[config.mk]
export PLATFORM = sky130hd
export DESIGN_NAME = integer_to_ascii_converter_unit
export DESIGN_NICKNAME = d
export VERILOG_FILES = /design/src/design/i2a_pkg.sv /design/src/design/i2a_dabble.sv /design/src/design/i2a_emit.sv /design/src/design/integer_to_ascii_converter_unit.sv
export SDC_FILE = /design/constraint.sdc
export NUM_CORES = 1
export LEC_CHECK = 0
export BUFFER_PORTS_ARGS = -buffer_cell sky130_fd_sc_hd__buf_2
export CELL_PAD_IN_SITES_DETAIL_PLACEMENT = 1
export CELL_PAD_IN_SITES_GLOBAL_PLACEMENT = 1
export CORE_MARGIN = 4
export CORE_UTILIZATION = 40
export DETAILED_ROUTE_END_ITERATION = 12
export GPL_TIMING_DRIVEN = 0
export PLACE_DENSITY = 0.75
export SKIP_CTS_REPAIR_TIMING = 1
export SLEW_MARGIN = 20
export SYNTH_ARGS = -nofsm -noshare
export SYNTH_HDL_FRONTEND = slang
export SYNTH_SLANG_ARGS = --single-unit
[constraint.sdc]
create_clock -name clk -period 4.55 [get_ports clk]
set_clock_uncertainty 0.2 [all_clocks]
set_input_delay 0.91 -clock clk [delete_from_list [all_inputs] [get_ports clk]]
set_output_delay 0.91 -clock clk [all_outputs]
set_load 0.01 [all_outputs]
[src/design/i2a_pkg.sv]
// ----------------------------------------------------------------------------
// i2a_pkg: shared types and constants for the integer to ASCII converter
// Word structs, conversion kind codes, character constants, digit sizing.
// ----------------------------------------------------------------------------
package i2a_pkg;

	localparam int WORD_BITS_DEF = 32;
	localparam int VALUE_W       = 32;

	// conversion kinds
	localparam logic [1:0] FUNC_SDEC    = 2'd0;
	localparam logic [1:0] FUNC_UDEC    = 2'd1;
	localparam logic [1:0] FUNC_HEX     = 2'd2;
	localparam logic [1:0] FUNC_HEX_ALT = 2'd3;

	localparam logic [7:0] CHAR_MINUS = 8'h2D;
	localparam logic [7:0] CHAR_ZERO  = 8'h30;
	localparam logic [7:0] CHAR_A     = 8'h41;

	typedef struct packed {
		logic [1:0]         func;
		logic [VALUE_W-1:0] value;
	} in_word_t;

	typedef struct packed {
		logic [7:0] char_code;
		logic       last;
	} out_word_t;

	// shift/adjust unit status
	typedef struct packed {
		logic busy;
		logic done;
	} dab_stat_t;

	// emitter load command
	typedef struct packed {
		logic load;
		logic neg;
	} emit_cmd_t;

	// decimal digits needed for a wb-bit unsigned word (77/256 ~ log10(2))
	function automatic int dec_digits(input int wb);
		return (wb * 77) / 256 + 1;
	endfunction

	// digit slots: enough for decimal and for hex
	function automatic int num_digits(input int wb);
		int d;
		int h;
		d = dec_digits(wb);
		h = (wb + 3) / 4;
		return (d > h) ? d : h;
	endfunction

	function automatic logic [7:0] hex_char(input logic [3:0] nib);
		logic [7:0] r;
		if (nib < 4'd10) begin
			r = CHAR_ZERO + {4'd0, nib};
		end else begin
			r = CHAR_A + {4'd0, nib - 4'd10};
		end
		return r;
	endfunction

endpackage

[src/design/i2a_dabble.sv]
// ----------------------------------------------------------------------------
// i2a_dabble: binary to BCD shift/adjust unit
// One bit per cycle; every digit gets add-3 when >= 5, then the chain shifts.
// ----------------------------------------------------------------------------
module i2a_dabble #(
	parameter int WORD_BITS = i2a_pkg::WORD_BITS_DEF
) (
	input  logic                                               clk,
	input  logic                                               arst_n,
	input  logic                                               start,
	input  logic [WORD_BITS-1:0]                               bin,
	output logic [4*i2a_pkg::num_digits(WORD_BITS)-1:0]        bcd,
	output i2a_pkg::dab_stat_t                                 stat
);
	import i2a_pkg::*;

	localparam int NUM_DIGITS = num_digits(WORD_BITS);
	localparam int DIG_W      = 4 * NUM_DIGITS;
	localparam int CNT_W      = $clog2(WORD_BITS + 1);

	logic [WORD_BITS-1:0] bin_q;
	logic [DIG_W-1:0]     bcd_q;
	logic [DIG_W-1:0]     adj;
	logic [CNT_W-1:0]     cnt_q;
	logic                 busy_q;
	logic                 done_q;

	always_comb begin
		for (int i = 0; i < NUM_DIGITS; i++) begin
			if (bcd_q[4*i +: 4] >= 4'd5) begin
				adj[4*i +: 4] = bcd_q[4*i +: 4] + 4'd3;
			end else begin
				adj[4*i +: 4] = bcd_q[4*i +: 4];
			end
		end
	end

	always_ff @(posedge clk or negedge arst_n) begin
		if (!arst_n) begin
			busy_q <= 1'b0;
			done_q <= 1'b0;
			cnt_q  <= '0;
		end else begin
			// one-cycle pulse right after the final shift
			done_q <= !start && busy_q && (cnt_q == CNT_W'(1));
			if (start) begin
				busy_q <= 1'b1;
				cnt_q  <= CNT_W'(WORD_BITS);
			end else if (busy_q) begin
				cnt_q <= cnt_q - CNT_W'(1);
				if (cnt_q == CNT_W'(1)) begin
					busy_q <= 1'b0;
				end
			end
		end
	end

	always_ff @(posedge clk) begin
		if (start) begin
			bin_q <= bin;
			bcd_q <= '0;
		end else if (busy_q) begin
			bin_q <= {bin_q[WORD_BITS-2:0], 1'b0};
			bcd_q <= {adj[DIG_W-2:0], bin_q[WORD_BITS-1]};
		end
	end

	assign bcd       = bcd_q;
	assign stat.busy = busy_q;
	assign stat.done = done_q;

endmodule

[src/design/i2a_emit.sv]
// ----------------------------------------------------------------------------
// i2a_emit: character sequencer and output register
// Walks the digit slots from the top, skips leading zeros, sends characters.
// ----------------------------------------------------------------------------
module i2a_emit #(
	parameter int WORD_BITS = i2a_pkg::WORD_BITS_DEF
) (
	input  logic                                        clk,
	input  logic                                        arst_n,
	input  i2a_pkg::emit_cmd_t                          cmd,
	input  logic [4*i2a_pkg::num_digits(WORD_BITS)-1:0] digits,
	output logic                                        busy,
	output logic                                        out_valid,
	input  logic                                        out_ready,
	output i2a_pkg::out_word_t                          out_word
);
	import i2a_pkg::*;

	localparam int NUM_DIGITS = num_digits(WORD_BITS);
	localparam int DIG_W      = 4 * NUM_DIGITS;
	localparam int REM_W      = $clog2(NUM_DIGITS + 1);

	logic [DIG_W-1:0] dig_q;
	logic [REM_W-1:0] rem_q;
	logic             neg_q;
	logic             started_q;
	logic             active_q;
	logic             out_valid_q;
	out_word_t        out_q;

	logic [3:0] top_dig;
	logic       slot_free;
	logic       do_sign;
	logic       do_skip;
	logic       do_digit;

	assign top_dig   = dig_q[DIG_W-1 -: 4];
	assign slot_free = !out_valid_q || out_ready;

	always_comb begin
		do_sign  = 1'b0;
		do_skip  = 1'b0;
		do_digit = 1'b0;
		if (active_q) begin
			if (neg_q) begin
				do_sign = slot_free;
			end else if (!started_q && (top_dig == 4'd0) && (rem_q > REM_W'(1))) begin
				do_skip = 1'b1;
			end else begin
				do_digit = slot_free;
			end
		end
	end

	always_ff @(posedge clk or negedge arst_n) begin
		if (!arst_n) begin
			rem_q       <= '0;
			neg_q       <= 1'b0;
			started_q   <= 1'b0;
			active_q    <= 1'b0;
			out_valid_q <= 1'b0;
		end else begin
			// hold a stalled word, else take a new character if one is made
			out_valid_q <= (out_valid_q && !out_ready) ||
				(!cmd.load && (do_sign || do_digit));
			if (cmd.load) begin
				rem_q     <= REM_W'(NUM_DIGITS);
				neg_q     <= cmd.neg;
				started_q <= 1'b0;
				active_q  <= 1'b1;
			end else begin
				if (do_sign) begin
					neg_q <= 1'b0;
				end
				if (do_skip || do_digit) begin
					rem_q <= rem_q - REM_W'(1);
				end
				if (do_digit) begin
					started_q <= 1'b1;
					if (rem_q == REM_W'(1)) begin
						active_q <= 1'b0;
					end
				end
			end
		end
	end

	always_ff @(posedge clk) begin
		if (cmd.load) begin
			dig_q <= digits;
		end else if (do_skip || do_digit) begin
			dig_q <= {dig_q[DIG_W-5:0], 4'd0};
		end
		if (do_sign) begin
			out_q.char_code <= CHAR_MINUS;
			out_q.last      <= 1'b0;
		end else if (do_digit) begin
			out_q.char_code <= hex_char(top_dig);
			out_q.last      <= (rem_q == REM_W'(1));
		end
	end

	assign busy      = active_q;
	assign out_valid = out_valid_q;
	assign out_word  = out_q;

endmodule

[src/design/integer_to_ascii_converter_unit.sv]
// ----------------------------------------------------------------------------
// integer_to_ascii_converter_unit: binary word to ASCII text
// Signed decimal, unsigned decimal or upper-case hex, one character per word.
// ----------------------------------------------------------------------------
// Each accepted input word carries a value and a conversion kind; the unit
// sends its text, most significant character first, one output word per
// character, with last set on the final one. Signed decimal puts '-' before
// the magnitude of a negative value (the most negative value prints its
// unsigned magnitude); zero prints a single '0'; kind code three acts as hex.
// Only the low WORD_BITS bits of value are used. The unit takes one number at
// a time: in_ready is low from acceptance until the control state returns to
// idle, after the last character has entered the output register and the
// emitter has gone idle. A decimal number goes through the one-bit-per-cycle
// shift/add-3 unit, then loads the emitter, which walks the digit slots
// (num_digits(WORD_BITS), 10 at 32 bits) for leading-zero skip and output,
// after sending the sign of a negative value. Hex skips the shift unit and
// loads the emitter on acceptance. A character that waits on a full, stalled
// output register holds the emitter until the register drains.
module integer_to_ascii_converter_unit #(
	parameter int WORD_BITS = i2a_pkg::WORD_BITS_DEF
) (
	input  logic               clk,
	input  logic               arst_n,
	input  logic               in_valid,
	output logic               in_ready,
	input  i2a_pkg::in_word_t  in_word,
	output logic               out_valid,
	input  logic               out_ready,
	output i2a_pkg::out_word_t out_word
);
	import i2a_pkg::*;

	localparam int NUM_DIGITS = num_digits(WORD_BITS);
	localparam int DIG_W      = 4 * NUM_DIGITS;

	typedef enum logic [1:0] {
		ST_IDLE,
		ST_CONV,
		ST_EMIT
	} state_t;

	state_t state_q;
	logic   neg_q;

	logic                 accept;
	logic                 is_hex;
	logic                 is_neg;
	logic [WORD_BITS-1:0] word;
	logic [WORD_BITS-1:0] mag;
	logic [DIG_W-1:0]     bcd;
	logic [DIG_W-1:0]     digits;
	logic                 emit_busy;
	dab_stat_t            dab_stat;
	emit_cmd_t            emit_cmd;

	// mask or zero-extend the value to the working width
	generate
		if (WORD_BITS <= VALUE_W) begin : g_trunc
			assign word = in_word.value[WORD_BITS-1:0];
		end else begin : g_ext
			assign word = WORD_BITS'(in_word.value);
		end
	endgenerate

	assign in_ready = (state_q == ST_IDLE);
	assign accept   = in_valid && in_ready;
	assign is_hex   = (in_word.func == FUNC_HEX) || (in_word.func == FUNC_HEX_ALT);
	assign is_neg   = (in_word.func == FUNC_SDEC) && word[WORD_BITS-1];
	// two's complement magnitude; most negative value stays as its unsigned bits
	assign mag      = is_neg ? (~word + WORD_BITS'(1)) : word;

	// hex goes straight to the emitter, nibbles already are digits
	always_comb begin
		emit_cmd.load = 1'b0;
		emit_cmd.neg  = 1'b0;
		digits        = bcd;
		if (state_q == ST_IDLE) begin
			emit_cmd.load = accept && is_hex;
			digits        = DIG_W'(mag);
		end else if (state_q == ST_CONV) begin
			emit_cmd.load = dab_stat.done;
			emit_cmd.neg  = neg_q;
		end
	end

	always_ff @(posedge clk or negedge arst_n) begin
		if (!arst_n) begin
			state_q <= ST_IDLE;
			neg_q   <= 1'b0;
		end else begin
			unique case (state_q)
				ST_IDLE: begin
					if (accept) begin
						neg_q   <= is_neg;
						state_q <= is_hex ? ST_EMIT : ST_CONV;
					end
				end
				ST_CONV: begin
					if (dab_stat.done) begin
						state_q <= ST_EMIT;
					end
				end
				ST_EMIT: begin
					// emitter goes busy the cycle after load
					if (!emit_busy) begin
						state_q <= ST_IDLE;
					end
				end
				default: state_q <= ST_IDLE;
			endcase
		end
	end

	i2a_dabble #(
		.WORD_BITS(WORD_BITS)
	) u_dabble (
		.clk    (clk),
		.arst_n (arst_n),
		.start  (accept && !is_hex),
		.bin    (mag),
		.bcd    (bcd),
		.stat   (dab_stat)
	);

	i2a_emit #(
		.WORD_BITS(WORD_BITS)
	) u_emit (
		.clk       (clk),
		.arst_n    (arst_n),
		.cmd       (emit_cmd),
		.digits    (digits),
		.busy      (emit_busy),
		.out_valid (out_valid),
		.out_ready (out_ready),
		.out_word  (out_word)
	);

endmodule

Word-level counts from Yosys, hierarchy flattened
Cells that the tools add are included.
{"block": "totals", "output_inout_bits": 11, "mem_bits_rw": 0, "latch_bits": 0, "n_memories": 0, "mem_bits_ro": 0, "regBits": 140}
{"block": "op_classes", "magnitude_cmp": 12, "shifts": 0, "mux": 47, "n_reduce_logical": 32, "n_bitwise": 1, "n_mul": 0, "add_sub_neg": 16, "n_eq_ne": 9, "n_div": 0}
{"cell": "40-bit 2-to-1 mux", "count": 3}
{"cell": "32-bit 2-to-1 mux", "count": 3}
{"cell": "4-bit 2-to-1 mux", "count": 11}
{"cell": "4-bit by 3-bit greater-or-equal comparator with 1-bit output (second input constant)", "count": 10}
{"cell": "4-bit by 2-bit adder with 4-bit output (second input constant)", "count": 9}
{"cell": "32-bit by 1-bit adder with 32-bit output (second input constant)", "count": 1}
{"cell": "32-bit NOT", "count": 1}
{"cell": "1-bit 2-to-1 mux", "count": 20}
{"cell": "6-bit 2-to-1 mux", "count": 2}
{"cell": "1-bit logical AND", "count": 10}
{"cell": "2-bit 2-to-1 mux", "count": 5}
{"cell": "2-bit nonzero test", "count": 5}
{"cell": "7-bit by 4-bit adder with 8-bit output (first input constant)", "count": 1}
{"cell": "8-bit 2-to-1 mux", "count": 1}
{"cell": "6-bit by 4-bit adder with 7-bit output (first input constant)", "count": 1}
{"cell": "2-bit equality test (second input constant)", "count": 3}
{"cell": "6-bit by 1-bit equality test with 1-bit output (second input constant)", "count": 1}
{"cell": "1-bit zero test", "count": 6}
{"cell": "2-bit one-hot mux with 3 select lines", "count": 1}
{"cell": "6-bit by 1-bit subtractor with 6-bit output (second input constant)", "count": 1}
{"cell": "1-bit logical OR", "count": 5}
{"cell": "4-bit by 1-bit equality test with 1-bit output (second input constant)", "count": 1}
{"cell": "4-bit by 1-bit greater-than comparator with 1-bit output (second input constant)", "count": 1}
{"cell": "2-bit zero test", "count": 2}
{"cell": "11 further kinds", "count": 13}

Logic depth before layout (Yosys ltp)
{"block": "logic_depth", "ltp_word": 9, "mapped_depth": 8}

Modules after synthesis
From an unflattened synthesis, not the netlist that was laid out.
{"block": "hier_totals", "cells_unflattened": 780, "area_unflattened_um2": 8162.8}
{"module": "i2a_dabble", "instances": 1, "area_per_inst_um2": 4181.5, "cells_each": 410}
{"module": "i2a_emit", "instances": 1, "area_per_inst_um2": 2625.0, "cells_each": 199}
{"module": "integer_to_ascii_converter_unit", "instances": 1, "area_per_inst_um2": 1356.3, "cells_each": 171}

Least setup slack after synthesis
OpenSTA, ideal clock, no wires.
{"block": "synth_path", "path_kind": "input -> register", "from": "in in_word[33] (netlist bit)", "to": "reg u_emit.dig_q[0], enable pin", "setup_time_ns": 0.531, "arrival_ns": 2.658, "path_buffers": 3, "slack_ns": 1.160, "cell_stages": 6, "required_ns": 3.819, "cell_sequence": "nand3b_1 > a21o_1 > clkbuf_1 > clkbuf_1 > buf_1 > nand2_1"}
{"block": "synth_via", "elab_chain_len": 5, "word_cells_on_any_way": 6, "classes_between": "eq/ne: 2; mux: 1; reduce/logical: 3"}
{"element": "start, declared", "line": "integer_to_ascii_converter_unit.sv:26", "text": "input i2a_pkg::in_word_t in_word,"}
{"element": "2-bit equality test", "line": "integer_to_ascii_converter_unit.sv:67", "text": "assign is_hex = (in_word.func == FUNC_HEX) || (in_word.func == FUNC_HEX_ALT);"}
{"element": "1-bit logical OR *", "line": "integer_to_ascii_converter_unit.sv:67"}
{"element": "1-bit logical AND *", "line": "integer_to_ascii_converter_unit.sv:78", "text": "emit_cmd.load = accept && is_hex;"}
{"element": "1-bit 2-to-1 mux *", "line": "integer_to_ascii_converter_unit.sv:77", "text": "if (state_q == ST_IDLE) begin"}
{"element": "2-bit nonzero test (no line) *"}
{"element": "end signal, assigned", "line": "i2a_emit.sv:90", "text": "dig_q <= digits;"}
{"element": "end signal, assigned", "line": "i2a_emit.sv:92", "text": "dig_q <= {dig_q[DIG_W-5:0], 4'd0};"}
{"element": "end, declared", "line": "i2a_emit.sv:23", "text": "logic [DIG_W-1:0] dig_q;"}
Mark *: on every way between the ends. The rest lies on a longest branch, timed or not.
A chain may end at the register's enable or synchronous reset.

Worst setup path after layout
{"block": "layout_path", "from": "in in_word[33] (netlist bit)", "to": "reg u_emit.dig_q[24], enable pin"}
Same word-level chain as after synthesis.

==> results.json <==
{
  "crit_slowest_cell": "buf_1",
  "startpoint_type": "primary input",
  "die_w_um": 146,
  "netlist_instances": 803,
  "grt.overflow.total": 0,
  "cts.sinks": 139,
  "grt_pass1_vias": 6488,
  "fmax_mhz": 285,
  "ys_warn_count": 0,
  "dp_hpwl_um": 16300,
  "cts_tree": "done",
  "grt_first_pass_wirelength_um": 35500,
  "clk_path_buf_depth": 2,
  "cp_max_fo": 24,
  "insertion_delay_ns": 0.43,
  "netlist_top_cells_area": "edfxtp_1 (29%), dfxtp_1 (13%), dfrtp_1 (6.3%)",
  "antennaDiodeCount": 0,
  "routed_via_density": 5.74,
  "setup_violations": 0,
  "path_class": "in -> reg",
  "synth-seq-cells": 139,
  "initial_core_util": 0.407,
  "dieHeight_um": 146,
  "core_area_um2": 18600,
  "num_vias": 6411,
  "ant_nets": 0,
  "fin_crit_sh": 0.770,
  "required_ns": 4.52,
  "critPathBufInv": 5,
  "nNetsFinal": 935,
  "finalMaxSlewViolations": 0,
  "ys_types": 54,
  "drive_gt1_frac": 0.103,
  "path_delay_family": "buffers and inverters",
  "hold_slack_ns": 0.226,
  "critical_path.max_stage_delay_ns": 0.57,
  "cts-buffers-inserted": 17,
  "yosysSeqAreaShare": 0.475,
  "row_count": 50,
  "wl_um": 22400,
  "antenna_found_initial": 0,
  "worstMarginPinSlew_ns": 0.898,
  "synth.avg_cell_area_um2": 9.44,
  "finalSetupTns_ns": 0,
  "synth.net_count": 869,
  "slew_headroom": 0.396,
  "grt_max_degree": 25,
  "synth_edf_count": 72,
  "hold_violations": 0,
  "yosysMostFrequentCell": "nand2_1",
  "vdd_ir_drop_max_mv": 0.431,
  "area_growth_syn_to_layout_pct": 15.5,
  "status": "finished clean",
  "clk_pin_slew_worst_paths_ns": 0.07,
  "root_buffer": "clkbuf_16",
  "wire_per_inst_um": 20.1,
  "power_density_nw_per_um2": 751,
  "period_needed_ns": 3.50,
  "hold_path.class": "in -> async",
  "synth_top_area_frac": 0.285,
  "drt_iter0_markers": 448,
  "cts-htree-levels": 4,
  "portBuffers": 45,
  "p_leak_nw": 3.62,
  "maxCapViolCount": 0,
  "ys.flop_type": "edfxtp_1",
  "p_total_mw": 6.58,
  "syn_area_um2": 7580,
  "nFillCells": 2180,
  "die_area_um2": 21200,
  "yosysTopAreaCell": "edfxtp_1",
  "setup.worst_path.end_class": "flip-flop",
  "routabilityCongestion": 0.840,
  "cp.arrival_ns": 3.48,
  "drc": 0,
  "io_pins": 49,
  "path_common_cell": "clkbuf_1",
  "async_flop_share": 0.137,
  "synth_common_cells": "nand2_1 (99), edfxtp_1 (72), nor2_1 (67)",
  "path_cells": "buf_2, nand3b_1, a21o_1, clkbuf_1, clkbuf_1, buf_1, nand2_2, buf_16",
  "track_usage": 0.212,
  "rsz0062_at_grt": "false",
  "dr.pass1.iters": 5
}
==> cell type report <==
cell class | instances | area, um^2 | share of cell area
Timing Repair Buffer | 47 | 280 | 0.0320
Clock buffer | 18 | 450 | 0.0515
Multi-Input combinational cell | 585 | 3680 | 0.421
Inverter | 33 | 124 | 0.0142
Clock inverter | 14 | 145 | 0.0166
Buffer | 46 | 179 | 0.0204
Sequential cell | 139 | 3600 | 0.411
Tap cell | 234 | 293 | 0.0334
==> sequential cells by signal, summed over array words and instances (netlist names) <==
register	cells
u_emit.out_valid	1
u_emit.busy	1
u_emit.neg_q	1
u_dabble.busy_q	1
u_dabble.cnt_q	6
u_dabble.bcd	40
u_dabble.bin_q	32
u_emit.out_word	8
state_q	2
neg_q	1
u_emit.started_q	1
u_emit.rem_q	4
u_dabble.done_q	1
u_emit.dig_q	40
==> cells by family after synthesis <==
group	Yosys count	synth area share
AO/OA/AOI/OAI	173	0.142
other	1	0.000495
XOR/XNOR	41	0.0474
adder cells (fa/ha/maj)	28	0.0462
multiplexers	40	0.0528
flip-flops	139	0.475
buffers and inverters	79	0.0399
AND/OR/NAND/NOR	302	0.197
==> where the power goes <==
| group | total [mW] | switching (mW) | internal (mW) |
|---|---|---|---|
| clock network | 1.41 | 0.574 | 0.838 |
| registers | 2.54 | 0.412 | 2.13 |
| logic | 2.62 | 1.58 | 1.05 |
==> worst register-to-register path: stages, from the launching register on <==
cell and delay (ns):
dfrtp_1 0.43, nand3b_1 0.16, a21o_1 0.12, clkbuf_1 0.34
clkbuf_1 0.46, buf_1 0.57, nand2_2 0.49, buf_16 0.33
==> worst paths after layout <==
path	from	endpoint	slack (ns)	depth (start not counted)
worst min-delay path	arst_n	u_dabble.cnt_q[0]$_DFFE_PN0P_	0.23	1
worst max register to register	state_q[0]$_DFFE_PN0P_	u_emit.dig_q[24]$_DFFE_PP_	1.20	7
max in group asynchronous	arst_n	state_q[0]$_DFFE_PN0P_	3.59	1
worst max-delay path	in_word[33]	u_emit.dig_q[24]$_DFFE_PP_	1.05	8
min in group clk	u_emit.out_word[2]$_SDFFE_PP0P_	u_emit.out_word[2]$_SDFFE_PP0P_	0.25	2
worst min register to register	u_emit.out_word[2]$_SDFFE_PP0P_	u_emit.out_word[2]$_SDFFE_PP0P_	0.25	2
==> layout by cell type, fill, tap and decap left out, types with 3 or more instances in the layout <==
master,Yosys,final
nand2b_1,15,14
clkbuf_16,0,18
a21oi_1,47,47
mux2i_1,40,40
nor3_1,24,24
ha_1,28,28
o31ai_1,9,9
dfrtp_1,19,19
o211ai_1,4,4
nor4_1,6,6
edfxtp_1,72,72
buf_1,4,4
nand3b_1,3,3
clkinvlp_4,0,3
nand3_1,35,35
o221ai_1,7,7
clkinv_4,0,4
buf_2,2,47
o21ai_0,60,60
xor2_1,16,16
nand2_1,99,98
o41ai_1,3,3
and2_1,7,7
and3_1,9,9
xnor2_1,25,25
nor3b_1,12,12
clkbuf_1,39,39
dfxtp_1,48,48
a221o_1,13,13
clkinv_2,0,3
a31oi_1,7,7
a211oi_1,14,14
nor2_1,67,67
nand4_1,4,4
inv_1,32,32
==> metrics by stage <==
| stage | cells | worst slack [ns] | util | instance area [um^2] |
|---|---|---|---|---|
| global placement | 1082 | -0.123 | 0.434 | 8100 |
| global route | 1116 | 0.896 | 0.470 | 8750 |
| CTS | 1116 | 1.05 | 0.470 | 8750 |
| floorplan | 803 | 1.16 | - | 7580 |
| finish | 1116 | 1.05 | 0.470 | 8750 |
| detailed placement | 1084 | 0.642 | 0.438 | 8160 |
==> routing by layer <==
layer  track usage  up-vias  routed length (um)
li1              -     3026                   -
met2         0.347      161               10600
met5             0        -                   0
met4        0.0613        0                 348
met1         0.288     3200               10200
met3        0.0408       24                1200
(Power assumes the default switching activity.)
